==> config.mk <==
export PLATFORM = sky130hd
export DESIGN_NAME = escape_rle_byte_encoder_core
export DESIGN_NICKNAME = d
export VERILOG_FILES = /design/src/rtl/erle_pkg.sv /design/src/rtl/erle_front.sv /design/src/rtl/erle_queue.sv /design/src/rtl/erle_back.sv /design/src/rtl/escape_rle_byte_encoder_core.sv
export SDC_FILE = /design/constraint.sdc
export NUM_CORES = 1
export LEC_CHECK = 0
export BUFFER_PORTS_ARGS = -buffer_cell sky130_fd_sc_hd__buf_2
export CORE_UTILIZATION = 35
export CTS_CLUSTER_DIAMETER = 200
export DETAILED_ROUTE_END_ITERATION = 10
export GPL_ROUTABILITY_DRIVEN = 0
export PLACE_DENSITY = 0.51
export RECOVER_POWER = 50
export SLEW_MARGIN = 15
export SYNTH_ARGS = -nofsm -noshare
export SYNTH_HDL_FRONTEND = slang
export SYNTH_SLANG_ARGS = --single-unit
==> constraint.sdc <==
create_clock -name clk -period 5.1 [get_ports clk]
set_input_delay 1.02 -clock clk [delete_from_list [all_inputs] [get_ports clk]]
set_output_delay 1.02 -clock clk [all_outputs]
set_load 0.02 [all_outputs]
==> src/rtl/erle_pkg.sv <==
// Shared types, constants and helper functions for the escape-byte RLE encoder.
// Used by erle_front, erle_queue, erle_back and the top level; depends on nothing.
package erle_pkg;

    // Byte that opens an escape triple, and the longest run one triple can carry.
    localparam logic [7:0] ESCAPE_BYTE = 8'hFF;
    localparam logic [7:0] RUN_CAP     = 8'hFF;

    // Queue between the front and the back.
    localparam int QUEUE_DEPTH = 4;
    localparam int QPTR_W      = $clog2(QUEUE_DEPTH);
    localparam int QCNT_W      = $clog2(QUEUE_DEPTH + 1);

    // Byte position within one queued request: at most two triples, six bytes.
    localparam int POS_W = 3;

    // Position codes within one run.
    localparam logic [1:0] RUN_POS_ESC   = 2'd0;
    localparam logic [1:0] RUN_POS_COUNT = 2'd1;
    localparam logic [1:0] RUN_POS_VALUE = 2'd2;

    // One finished run.
    typedef struct packed {
        logic [7:0] value;
        logic [7:0] length;
    } run_t;

    // One queued request: the runs closed by one input byte.
    typedef struct packed {
        run_t first_run;
        run_t second_run;
        logic two_runs;
        logic stream_end;
    } emit_cmd_t;

    // A run is sent as a triple when it repeats, or when its byte is the escape itself.
    function automatic logic is_triple(run_t r);
        return (r.length > 8'd1) || (r.value == ESCAPE_BYTE);
    endfunction

    // Number of output bytes one run takes.
    function automatic logic [POS_W-1:0] run_bytes(run_t r);
        return is_triple(r) ? POS_W'(3) : POS_W'(1);
    endfunction

    // Output byte at a given position within one run.
    function automatic logic [7:0] run_byte(run_t r, logic [1:0] idx);
        logic [7:0] b;
        b = r.value;
        if (is_triple(r))
        begin
            case (idx)
                RUN_POS_ESC:   b = ESCAPE_BYTE;
                RUN_POS_COUNT: b = r.length;
                default:       b = r.value;
            endcase
        end
        return b;
    endfunction

endpackage

==> src/rtl/erle_front.sv <==
// Front part of the escape-byte RLE encoder: accepts input bytes, tracks the open run
// and turns each closed run into a request for the queue. Depends on erle_pkg.
module erle_front
(
    input  logic                clk,
    input  logic                rst_n,
    input  logic                in_valid,
    output logic                in_ready,
    input  logic [7:0]          in_byte,
    input  logic                in_end,
    input  logic                queue_full,
    output logic                push,
    output erle_pkg::emit_cmd_t push_cmd
);

    logic [7:0] held_value_reg, held_value_next;
    logic [7:0] run_length_reg, run_length_next;
    logic       run_open_reg,   run_open_next;

    logic                accept;
    logic                close_held;
    erle_pkg::run_t      held_run;
    erle_pkg::run_t      new_run;

    assign in_ready = !queue_full;
    assign accept   = in_valid && in_ready;

    // Classify the incoming byte against the open run.
    always_comb
    begin
        held_run.value  = held_value_reg;
        held_run.length = run_length_reg;

        close_held = run_open_reg &&
                     ((in_byte != held_value_reg) || (run_length_reg >= erle_pkg::RUN_CAP));

        // Run as it stands after this byte.
        if (run_open_reg && !close_held)
        begin
            new_run.value  = held_value_reg;
            new_run.length = run_length_reg + 8'd1;
        end
        else
        begin
            new_run.value  = in_byte;
            new_run.length = 8'd1;
        end

        // Build the request: the closed run first, then the final run at stream end.
        push_cmd.stream_end = in_end;
        if (close_held)
        begin
            push_cmd.first_run  = held_run;
            push_cmd.second_run = new_run;
            push_cmd.two_runs   = in_end;
        end
        else
        begin
            push_cmd.first_run  = new_run;
            push_cmd.second_run = new_run;
            push_cmd.two_runs   = 1'b0;
        end
        push = accept && (close_held || in_end);

        // Next run state; the end of the stream leaves no run held.
        held_value_next = held_value_reg;
        run_length_next = run_length_reg;
        run_open_next   = run_open_reg;
        if (accept)
        begin
            held_value_next = new_run.value;
            run_length_next = in_end ? 8'd0 : new_run.length;
            run_open_next   = !in_end;
        end
    end

    // Run state registers.
    always_ff @(posedge clk or negedge rst_n)
    begin
        if (!rst_n)
        begin
            held_value_reg <= 8'd0;
            run_length_reg <= 8'd0;
            run_open_reg   <= 1'b0;
        end
        else
        begin
            held_value_reg <= held_value_next;
            run_length_reg <= run_length_next;
            run_open_reg   <= run_open_next;
        end
    end

endmodule

==> src/rtl/erle_queue.sv <==
// Short queue of run requests between the front and the back of the RLE encoder.
// Depends on erle_pkg for the request type and the depth.
module erle_queue
(
    input  logic                clk,
    input  logic                rst_n,
    input  logic                push,
    input  erle_pkg::emit_cmd_t push_cmd,
    output logic                full,
    input  logic                pop,
    output logic                head_valid,
    output erle_pkg::emit_cmd_t head_cmd
);

    erle_pkg::emit_cmd_t                entries_reg [erle_pkg::QUEUE_DEPTH];
    logic [erle_pkg::QPTR_W-1:0]        wr_ptr_reg, wr_ptr_next;
    logic [erle_pkg::QPTR_W-1:0]        rd_ptr_reg, rd_ptr_next;
    logic [erle_pkg::QCNT_W-1:0]        count_reg,  count_next;

    assign full       = (count_reg == erle_pkg::QCNT_W'(erle_pkg::QUEUE_DEPTH));
    assign head_valid = (count_reg != '0);
    assign head_cmd   = entries_reg[rd_ptr_reg];

    // Pointer and fill count update.
    always_comb
    begin
        wr_ptr_next = push ? wr_ptr_reg + 1'b1 : wr_ptr_reg;
        rd_ptr_next = pop  ? rd_ptr_reg + 1'b1 : rd_ptr_reg;
        count_next  = count_reg;
        if (push && !pop)
        begin
            count_next = count_reg + 1'b1;
        end
        else if (pop && !push)
        begin
            count_next = count_reg - 1'b1;
        end
    end

    always_ff @(posedge clk or negedge rst_n)
    begin
        if (!rst_n)
        begin
            wr_ptr_reg <= '0;
            rd_ptr_reg <= '0;
            count_reg  <= '0;
        end
        else
        begin
            wr_ptr_reg <= wr_ptr_next;
            rd_ptr_reg <= rd_ptr_next;
            count_reg  <= count_next;
        end
    end

    // Entry storage needs no reset.
    always_ff @(posedge clk)
    begin
        if (push)
        begin
            entries_reg[wr_ptr_reg] <= push_cmd;
        end
    end

endmodule

==> src/rtl/erle_back.sv <==
// Back part of the escape-byte RLE encoder: walks the queued request byte by byte
// into a registered output stage. Depends on erle_pkg.
module erle_back
(
    input  logic                clk,
    input  logic                rst_n,
    input  logic                head_valid,
    input  erle_pkg::emit_cmd_t head_cmd,
    output logic                pop,
    output logic                out_valid,
    input  logic                out_ready,
    output logic [7:0]          out_byte,
    output logic                out_item_last,
    output logic                out_stream_end
);

    logic [erle_pkg::POS_W-1:0] pos_reg, pos_next;
    logic                       out_valid_reg, out_valid_next;
    logic [7:0]                 out_byte_reg, out_byte_next;
    logic                       out_last_reg, out_last_next;
    logic                       out_end_reg,  out_end_next;

    logic                       load;
    logic [erle_pkg::POS_W-1:0] first_len;
    logic [erle_pkg::POS_W-1:0] total_len;
    logic [erle_pkg::POS_W-1:0] second_pos;
    logic                       final_byte;
    logic [7:0]                 cur_byte;

    // Pick the byte at the current position of the head request.
    always_comb
    begin
        first_len  = erle_pkg::run_bytes(head_cmd.first_run);
        total_len  = first_len;
        if (head_cmd.two_runs)
        begin
            total_len = first_len + erle_pkg::run_bytes(head_cmd.second_run);
        end
        second_pos = pos_reg - first_len;
        if (pos_reg < first_len)
        begin
            cur_byte = erle_pkg::run_byte(head_cmd.first_run, pos_reg[1:0]);
        end
        else
        begin
            cur_byte = erle_pkg::run_byte(head_cmd.second_run, second_pos[1:0]);
        end
        final_byte = (pos_reg == total_len - 1'b1);
    end

    // The output register takes a new byte whenever it is empty or being drained.
    assign load = head_valid && (!out_valid_reg || out_ready);
    assign pop  = load && final_byte;

    always_comb
    begin
        pos_next       = pos_reg;
        out_valid_next = out_valid_reg && !out_ready;
        out_byte_next  = out_byte_reg;
        out_last_next  = out_last_reg;
        out_end_next   = out_end_reg;
        if (load)
        begin
            pos_next       = final_byte ? '0 : pos_reg + 1'b1;
            out_valid_next = 1'b1;
            out_byte_next  = cur_byte;
            out_last_next  = final_byte;
            out_end_next   = final_byte && head_cmd.stream_end;
        end
    end

    // Control registers.
    always_ff @(posedge clk or negedge rst_n)
    begin
        if (!rst_n)
        begin
            pos_reg       <= '0;
            out_valid_reg <= 1'b0;
        end
        else
        begin
            pos_reg       <= pos_next;
            out_valid_reg <= out_valid_next;
        end
    end

    // Output payload registers.
    always_ff @(posedge clk)
    begin
        out_byte_reg <= out_byte_next;
        out_last_reg <= out_last_next;
        out_end_reg  <= out_end_next;
    end

    assign out_valid      = out_valid_reg;
    assign out_byte       = out_byte_reg;
    assign out_item_last  = out_last_reg;
    assign out_stream_end = out_end_reg;

endmodule

==> src/rtl/escape_rle_byte_encoder_core.sv <==
// Top level of the escape-byte run-length encoder.
// Instantiates erle_front, erle_queue and erle_back; depends on erle_pkg.
//
// Usage:
//   The input channel (in_valid, in_ready, in_byte, in_end) takes one uncompressed
//   byte per request; in_end marks the last byte of a stream. The output channel
//   (out_valid, out_ready, out_byte, out_item_last, out_stream_end) gives one
//   compressed byte per request. A repeated run goes out as 0xFF, count, value;
//   a single byte goes out as itself, except a lone 0xFF, which is sent as a triple.
//   out_item_last flags the last byte caused by one input; out_stream_end the last
//   byte of the compressed stream.
//   Throughput: one input byte per cycle while the queue is not full. The front
//   classifies a byte in the cycle it is accepted and queues up to two closed runs;
//   the back emits one output byte per cycle while the receiver takes them, so a
//   triple keeps the back busy for three output bytes and a byte that closes two runs
//   for up to six. The four-entry queue absorbs this; in_ready falls only when the
//   queue is full. A closed run is written into the queue when its input is accepted;
//   its first byte is loaded into the output register once it reaches the head.
//   Reset clears the open run and empties the queue and the output stage. When the
//   receiver stalls, the output byte holds, the queue fills and then the input stalls.
module escape_rle_byte_encoder_core
(
    input  logic       clk,
    input  logic       rst_n,
    input  logic       in_valid,
    output logic       in_ready,
    input  logic [7:0] in_byte,
    input  logic       in_end,
    output logic       out_valid,
    input  logic       out_ready,
    output logic [7:0] out_byte,
    output logic       out_item_last,
    output logic       out_stream_end
);

    logic                queue_full;
    logic                push;
    erle_pkg::emit_cmd_t push_cmd;
    logic                pop;
    logic                head_valid;
    erle_pkg::emit_cmd_t head_cmd;

    // Front: run tracking and request generation.
    erle_front u_front
    (
        .clk        (clk),
        .rst_n      (rst_n),
        .in_valid   (in_valid),
        .in_ready   (in_ready),
        .in_byte    (in_byte),
        .in_end     (in_end),
        .queue_full (queue_full),
        .push       (push),
        .push_cmd   (push_cmd)
    );

    // Queue of closed runs.
    erle_queue u_queue
    (
        .clk        (clk),
        .rst_n      (rst_n),
        .push       (push),
        .push_cmd   (push_cmd),
        .full       (queue_full),
        .pop        (pop),
        .head_valid (head_valid),
        .head_cmd   (head_cmd)
    );

    // Back: byte serialiser and output register.
    erle_back u_back
    (
        .clk            (clk),
        .rst_n          (rst_n),
        .head_valid     (head_valid),
        .head_cmd       (head_cmd),
        .pop            (pop),
        .out_valid      (out_valid),
        .out_ready      (out_ready),
        .out_byte       (out_byte),
        .out_item_last  (out_item_last),
        .out_stream_end (out_stream_end)
    );

endmodule

## Yosys cells after proc, flatten, opt, wreduce, memory -nomap -nowiden

Memories as Yosys holds them, arrays and structs flattened.
Cells that the tools add are included.

- Bits in writable memories: 136
- Word-level logic and storage cells: 75
- Input port bits: 13
- Output and inout bits: 12
- Memories kept: 1
- Bits in registers: 38

Memories:

| memory | words | width | read ports | clocked after memory_dff | write ports | line | RTL |
|---|---|---|---|---|---|---|---|
| u_queue.entries_reg | 4 | 34 | 1 | 0 | 1 | erle_queue.sv:15 | `erle_pkg::emit_cmd_t entries_reg [erle_pkg::QUEUE_DEPTH];` |

- Reduce and logical (&&, ||, !) cells: 26
- $lt $le $gt $ge: 4
- $add $sub $neg: 9
- Equality and inequality tests: 7
- Muxes and demuxes: 17

Operator list:

| cell | number |
|---|---|
| 2-to-1 mux 33 bit | 1 |
| 2-to-1 mux 8 bit | 4 |
| one-hot mux 8 bit (2 select lines) | 2 |
| equality test 8 bit (second input constant) | 2 |
| greater-than comparator 8 x 1 -> 1 bit (second input constant) | 2 |
| 2-to-1 mux 16 bit | 1 |
| 2-to-1 mux 3 bit | 4 |
| logical AND 1 bit | 10 |
| adder 8 x 1 -> 8 bit (second input constant) | 1 |
| >= comparator 8 bit (second input constant) | 1 |
| != test 8 bit | 1 |
| zero test 1 bit | 7 |
| adder 3 x 1 -> 3 bit (second input constant) | 2 |
| subtractor 3 x 1 -> 3 bit (second input constant) | 2 |
| logical OR 1 bit | 5 |
| adder 2 x 1 -> 2 bit (second input constant) | 2 |
| equality test 2 x 1 -> 1 bit (second input constant) | 2 |
| zero test 2 bit | 2 |
| 2-to-1 mux 2 bit | 2 |
| adder 3 bit | 1 |
| equality test 3 bit | 1 |
| equality test 3 bit (second input constant) | 1 |
| less-than comparator 3 x 2 -> 1 bit | 1 |
| 2-to-1 mux 1 bit | 3 |
| other kinds (3) | 3 |

## Longest topological paths before layout

An unclocked memory read counts as a cell.

- Word-level depth: 12
- Depth in mapped cells: 19
- Gate-level depth less buffers: 16

## Cells and area by module

From an unflattened synthesis, not the netlist that was laid out.

- Cell total of the unflattened synthesis: 470
- Area total of the unflattened synthesis: 7744.9 um^2

Modules (own cells, without submodules):

| module | cells an instance | seq. area each (um^2) | times used | area an instance (um^2) |
|---|---|---|---|---|
| erle_queue | 212 | 4259.1 | 1 | 5355.1 |
| erle_front | 156 | 425.4 | 1 | 1410.1 |
| erle_back | 102 | 400.4 | 1 | 979.7 |

## Worst setup path after synthesis

No wires, ideal clock.

- Path type: flip-flop to flip-flop
- Start point: register u_queue.rd_ptr_reg[0] in the netlist's numbering
- End point: register u_queue.count_reg[2] in the netlist's numbering
- Period minus slack after synthesis: 3904 ps
- Setup time: 79 ps
- Buffers on the path: 3
- Arrival time: 3824 ps
- Cell stages (with the launch flop): 19
- Data required time: 5021 ps
- Slack: 1196 ps
- Cells stage by stage: dfrtp_1 buf_6 buf_12 buf_4 mux4_2 nor4_1 o211a_1 ha_1 xor3_1 a41oi_1 o41a_1 nor3_2 inv_1 ha_1 inv_1 fa_1 xor2_1 nor2_1 xor2_1

- Longest elaborated chain between the ends: 12
- Elaborated cells between the ends (all ways): 19
- Those cells by class: add/sub (2); order compare (2); eq/ne (3); mux (4); reduce/logical (7); memory (1)

Ends and longest elaborated chain:

| what | line | RTL |
|---|---|---|
| start, declared | erle_queue.sv:17 | `logic [erle_pkg::QPTR_W-1:0] rd_ptr_reg, rd_ptr_next;` |
| start signal, assigned | erle_queue.sv:51 | `rd_ptr_reg <= rd_ptr_next;` |
| memory (4 x 34 bit) * | - |  |
| greater-than comparator 8 x 1 -> 1 bit or equality test 8 bit (tied branches) | erle_pkg.sv:38 | `return (r.length > 8'd1) \|\| (r.value == ESCAPE_BYTE);` |
| logical OR 1 bit | erle_pkg.sv:38 |  |
| 2-to-1 mux 2 bit | erle_pkg.sv:43 | `return is_triple(r) ? POS_W'(3) : POS_W'(1);` |
| adder 3 bit | erle_back.sv:37 | `total_len = first_len + erle_pkg::run_bytes(head_cmd.second_run);` |
| 2-to-1 mux 3 bit * | erle_back.sv:35 | `if (head_cmd.two_runs)` |
| subtractor 3 x 1 -> 3 bit * | erle_back.sv:48 | `final_byte = (pos_reg == total_len - 1'b1);` |
| equality test 3 bit * | erle_back.sv:48 |  |
| logical AND 1 bit * | erle_back.sv:53 | `assign pop = load && final_byte;` |
| zero test 1 bit | erle_queue.sv:30 | `if (push && !pop)` |
| logical AND 1 bit | erle_queue.sv:30 |  |
| 2-to-1 mux 3 bit or nonzero test 2 bit (tied branches) | - |  |
| end signal, assigned | erle_queue.sv:52 | `count_reg <= count_next;` |
| end, declared | erle_queue.sv:18 | `logic [erle_pkg::QCNT_W-1:0] count_reg, count_next;` |

Every way passes the cells marked *; elsewhere a longest branch is shown, timed or not.
A chain may end at the register's enable or synchronous reset.

## Worst setup path in the final report

- Start point: register u_queue.rd_ptr_reg[0] in the netlist's numbering
- End point: register u_queue.count_reg[1] in the netlist's numbering

- Longest elaborated chain between the ends: 12
- Elaborated cells between the ends (all ways): 19
- Those cells by class: add/sub (2); order compare (2); eq/ne (3); mux (4); reduce/logical (7); memory (1)

Ends and longest elaborated chain:

| what | line |
|---|---|
| memory (4 x 34 bit) * | - |
| greater-than comparator 8 x 1 -> 1 bit or equality test 8 bit (tied branches) | erle_pkg.sv:38 |
| logical OR 1 bit | erle_pkg.sv:38 |
| 2-to-1 mux 2 bit | erle_pkg.sv:43 |
| adder 3 bit | erle_back.sv:37 |
| 2-to-1 mux 3 bit * | erle_back.sv:35 |
| subtractor 3 x 1 -> 3 bit * | erle_back.sv:48 |
| equality test 3 bit * | erle_back.sv:48 |
| logical AND 1 bit * | erle_back.sv:53 |
| zero test 1 bit * | erle_queue.sv:30 |
| logical AND 1 bit * | erle_queue.sv:30 |
| 2-to-1 mux 3 bit * | erle_queue.sv:30 |
| net u_queue.count_next (one bit) | erle_queue.sv:18 |

The timed path passes the listed nets; every way through them passes the cells marked *.

==> results.yml <==
finish:
  largest_reg_flops: 136
  num_antenna_cells: 0
  n_fill_cell: 1911
  final_cell_mix: "edfxtp_1, dfrtp_1, mux2i_1, clkbuf_1, mux4_2"
  drive_gt1_share_pct: 17.4
  multi_input_area_um2: 2330
  seq_area_um2: 5090
  mostFrequentLayoutCell: "edfxtp_1"
  nets: 485
  syn2layout_area_growth_pct: 12.5
  utilization_pct: 40.4
die:
  core_area_um2: 21200
  die-area_um2: 22300
  die_h_um: 149
  num_rows: 53
  die_w_um: 149
  start_util_pct: 35.9
  boundaryPins: 25
logic_synthesis:
  ys.flop_type: "edfxtp_1"
  syn-cell-area_um2: 7590
  synth_nets: 458
  syn_area_per_cell_um2: 17.6
  async_reset_ff_share_pct: 16.1
  yosysSeqAreaShare_pct: 67.0
  synthCells: 431
  ys_warn_count: 0
  yosysUniqueCellTypes: 45
  synth_enable_flop_cells: 146
  synth-seq-cells: 174
global_route:
  grt.overflow.total: 0
  grt_pass1_vias: 4009
  grt_pass1_wl_um: 23800
  antenna_found_initial: 1
  grt_max_degree: 35
  grt_usage_pct: 14.9
sta:
  fmax_mhz: 230
  fin_skew_ns: 0.0115
  finalHoldViolCount: 0
  rsz0062_at_grt: "false"
  worst_pin_slew_ns: 1.86
  finalCriticalPeriod_ns: 4.36
  final-setup-viol-count: 0
  fin_setup_tns_ns: 0
  drv_slew: 29
  finalCritPeriodShare_pct: 85.4
  slew_headroom_pct: -23.9
critical_path:
  path_class: "reg -> reg"
  regToRegSetupSlack_ns: 0.74
  r2r-end: "u_queue.count_reg[1]$_DFFE_PN0P_"
  r2r-start: "u_queue.rd_ptr_reg[0]$_DFFE_PN0P_"
  worst_r2r_path_depth: 14
  end_kind: "register"
  cp.arrival_ns: 4.67
  critPathLaunchType: "register"
  cp_max_fo: 26
  required_ns: 5.41
routing:
  dr.pass1.iters: 4
  route.detailed.drc: 0
  viasPerCell: 5.10
  ant_nets: 0
  drt_iter0_drc: 271
  routed-via-count: 3799
  wl_per_cell_um: 20.6
  wl_um: 15400
power_and_ir_drop:
  power_leakage_nw: 3.16
  powerDensity_nw_per_um2: 581
  ir_worst_vdd_uv: 249
clocking:
  cts_hold_buf: 0
  clk_latency_ns: 0.43
  postCtsSetupRepairBufs: 0
  cts.path.max_buffers: 2
  htreeDepth: 4
  postCtsResizedCells: 0
  cts_tree: "done"
  cts_buffers: 17
  numClockSinks: 174
  path_clk_slew_ns: 0.06
  cts_root_buffer: "clkbuf_16"
place:
  dpl.hpwl_um: 10100
  port_buffers: 24
hold_path:
  holdPathStages: 1
  min_to: "u_queue.count_reg[2]$_DFFE_PN0P_"
  min_from: "u_queue.count_reg[2]$_DFFE_PN0P_"
  hold_class: "reg -> reg"
run_status:
  violations: "capacitance limit, slew limit"
  status: "complete, but fails checks"
job:
  max_cap_violations: 1
## area by class of cell
| class | instances | share of cell area, % |
|---|---|---|
| Clock buffer | 18 | 5.03 |
| Clock inverter | 13 | 1.67 |
| Inverter | 10 | 0.440 |
| Multi-Input combinational cell | 222 | 27.3 |
| Sequential cell | 174 | 59.6 |
| Tap cell | 275 | 4.03 |
| Timing Repair Buffer | 33 | 1.98 |
## worst max-delay path, stage by stage (launching register included)
cell     delay (ns)
dfrtp_2        0.60
buf_12         0.28
mux4_1         0.61
nor3_1         0.28
o211a_1        0.29
ha_1           0.30
xor3_1         0.23
a41oi_1        0.12
o41a_1         0.19
nor3_2         0.28
inv_1          0.07
ha_1           0.20
inv_1          0.07
fa_1           0.41
mux2_2         0.27
## cells by family after synthesis
| group | Yosys count | share of synthesized area (%) |
|---|---|---|
| and+or+nand+nor | 69 | 4.96 |
| DFF | 174 | 67.0 |
| adders and majority gates | 14 | 2.41 |
| buffers and inverters | 35 | 2.23 |
| muxes | 76 | 16.6 |
| xor gates and xnor gates | 21 | 2.62 |
| AOI/OAI and AO/OA | 42 | 4.19 |
## metrics by stage
stage / power (mW) / hold WS [ns] / std cells / area [um^2] / setup slack [ns]
floorplan: 3.29 / 0.464 / 431 / 7590 / 1.20
global placement: 3.77 / 0.483 / 714 / 8000 / 0.853
detailed placement: 3.79 / 0.483 / 714 / 8000 / 0.712
CTS: 5.04 / 0.500 / 745 / 8570 / 0.708
global route: 5.24 / 0.529 / 745 / 8540 / 0.354
finish: 4.96 / 0.497 / 745 / 8540 / 0.745
## power by group
group          switching [mW]  leakage, nW  internal (mW)
sequential              0.159         1.74           1.88
combinational           0.926         1.17          0.729
clock                   0.540        0.255          0.719
## cell usage after synthesis (6+ instances only)
library cell  count  area, um^2
and3_1            6        37.5
a21o_1           16         120
nand4_1           6        37.5
mux2i_1          24         240
nand2_1           9        33.8
or2_2             8        50.1
dfrtp_1          28         701
clkbuf_1         13        48.8
ha_1             13         163
and2_1            7        43.8
o21ai_0           7        35.0
edfxtp_1        146        4380
xnor2_1          16         140
nor2_1           11        41.3
mux2_2           18         203
mux4_2           21         473
nor3_1            8        40.0
mux4_1           13         342
inv_1            10        37.5
## how the worst max path moves through the flow
stage	startpoint	endpoint	cells past startpoint
after floorplan	u_queue.rd_ptr_reg[0]$_DFFE_PN0P_	u_queue.count_reg[2]$_DFFE_PN0P_	18
after global placement	u_queue.rd_ptr_reg[0]$_DFFE_PN0P_	u_queue.count_reg[2]$_DFFE_PN0P_	16
after detailed placement	u_queue.rd_ptr_reg[0]$_DFFE_PN0P_	u_queue.count_reg[1]$_DFFE_PN0P_	14
after CTS	u_queue.rd_ptr_reg[0]$_DFFE_PN0P_	u_queue.count_reg[2]$_DFFE_PN0P_	16
after global routing	u_queue.rd_ptr_reg[0]$_DFFE_PN0P_	u_queue.count_reg[2]$_DFFE_PN0P_	17
final	u_queue.rd_ptr_reg[0]$_DFFE_PN0P_	u_queue.count_reg[1]$_DFFE_PN0P_	14
## routing by layer
| metal | part of all wire [%] | track usage, % |
|---|---|---|
| met1 | 48 | 20.7 |
| met2 | 46 | 22.7 |
| met3 | 5.1 | 4.77 |
| met4 | 0.79 | 3.83 |
| met5 | 0 | 0 |
Power figures use the tool's default switching activity.
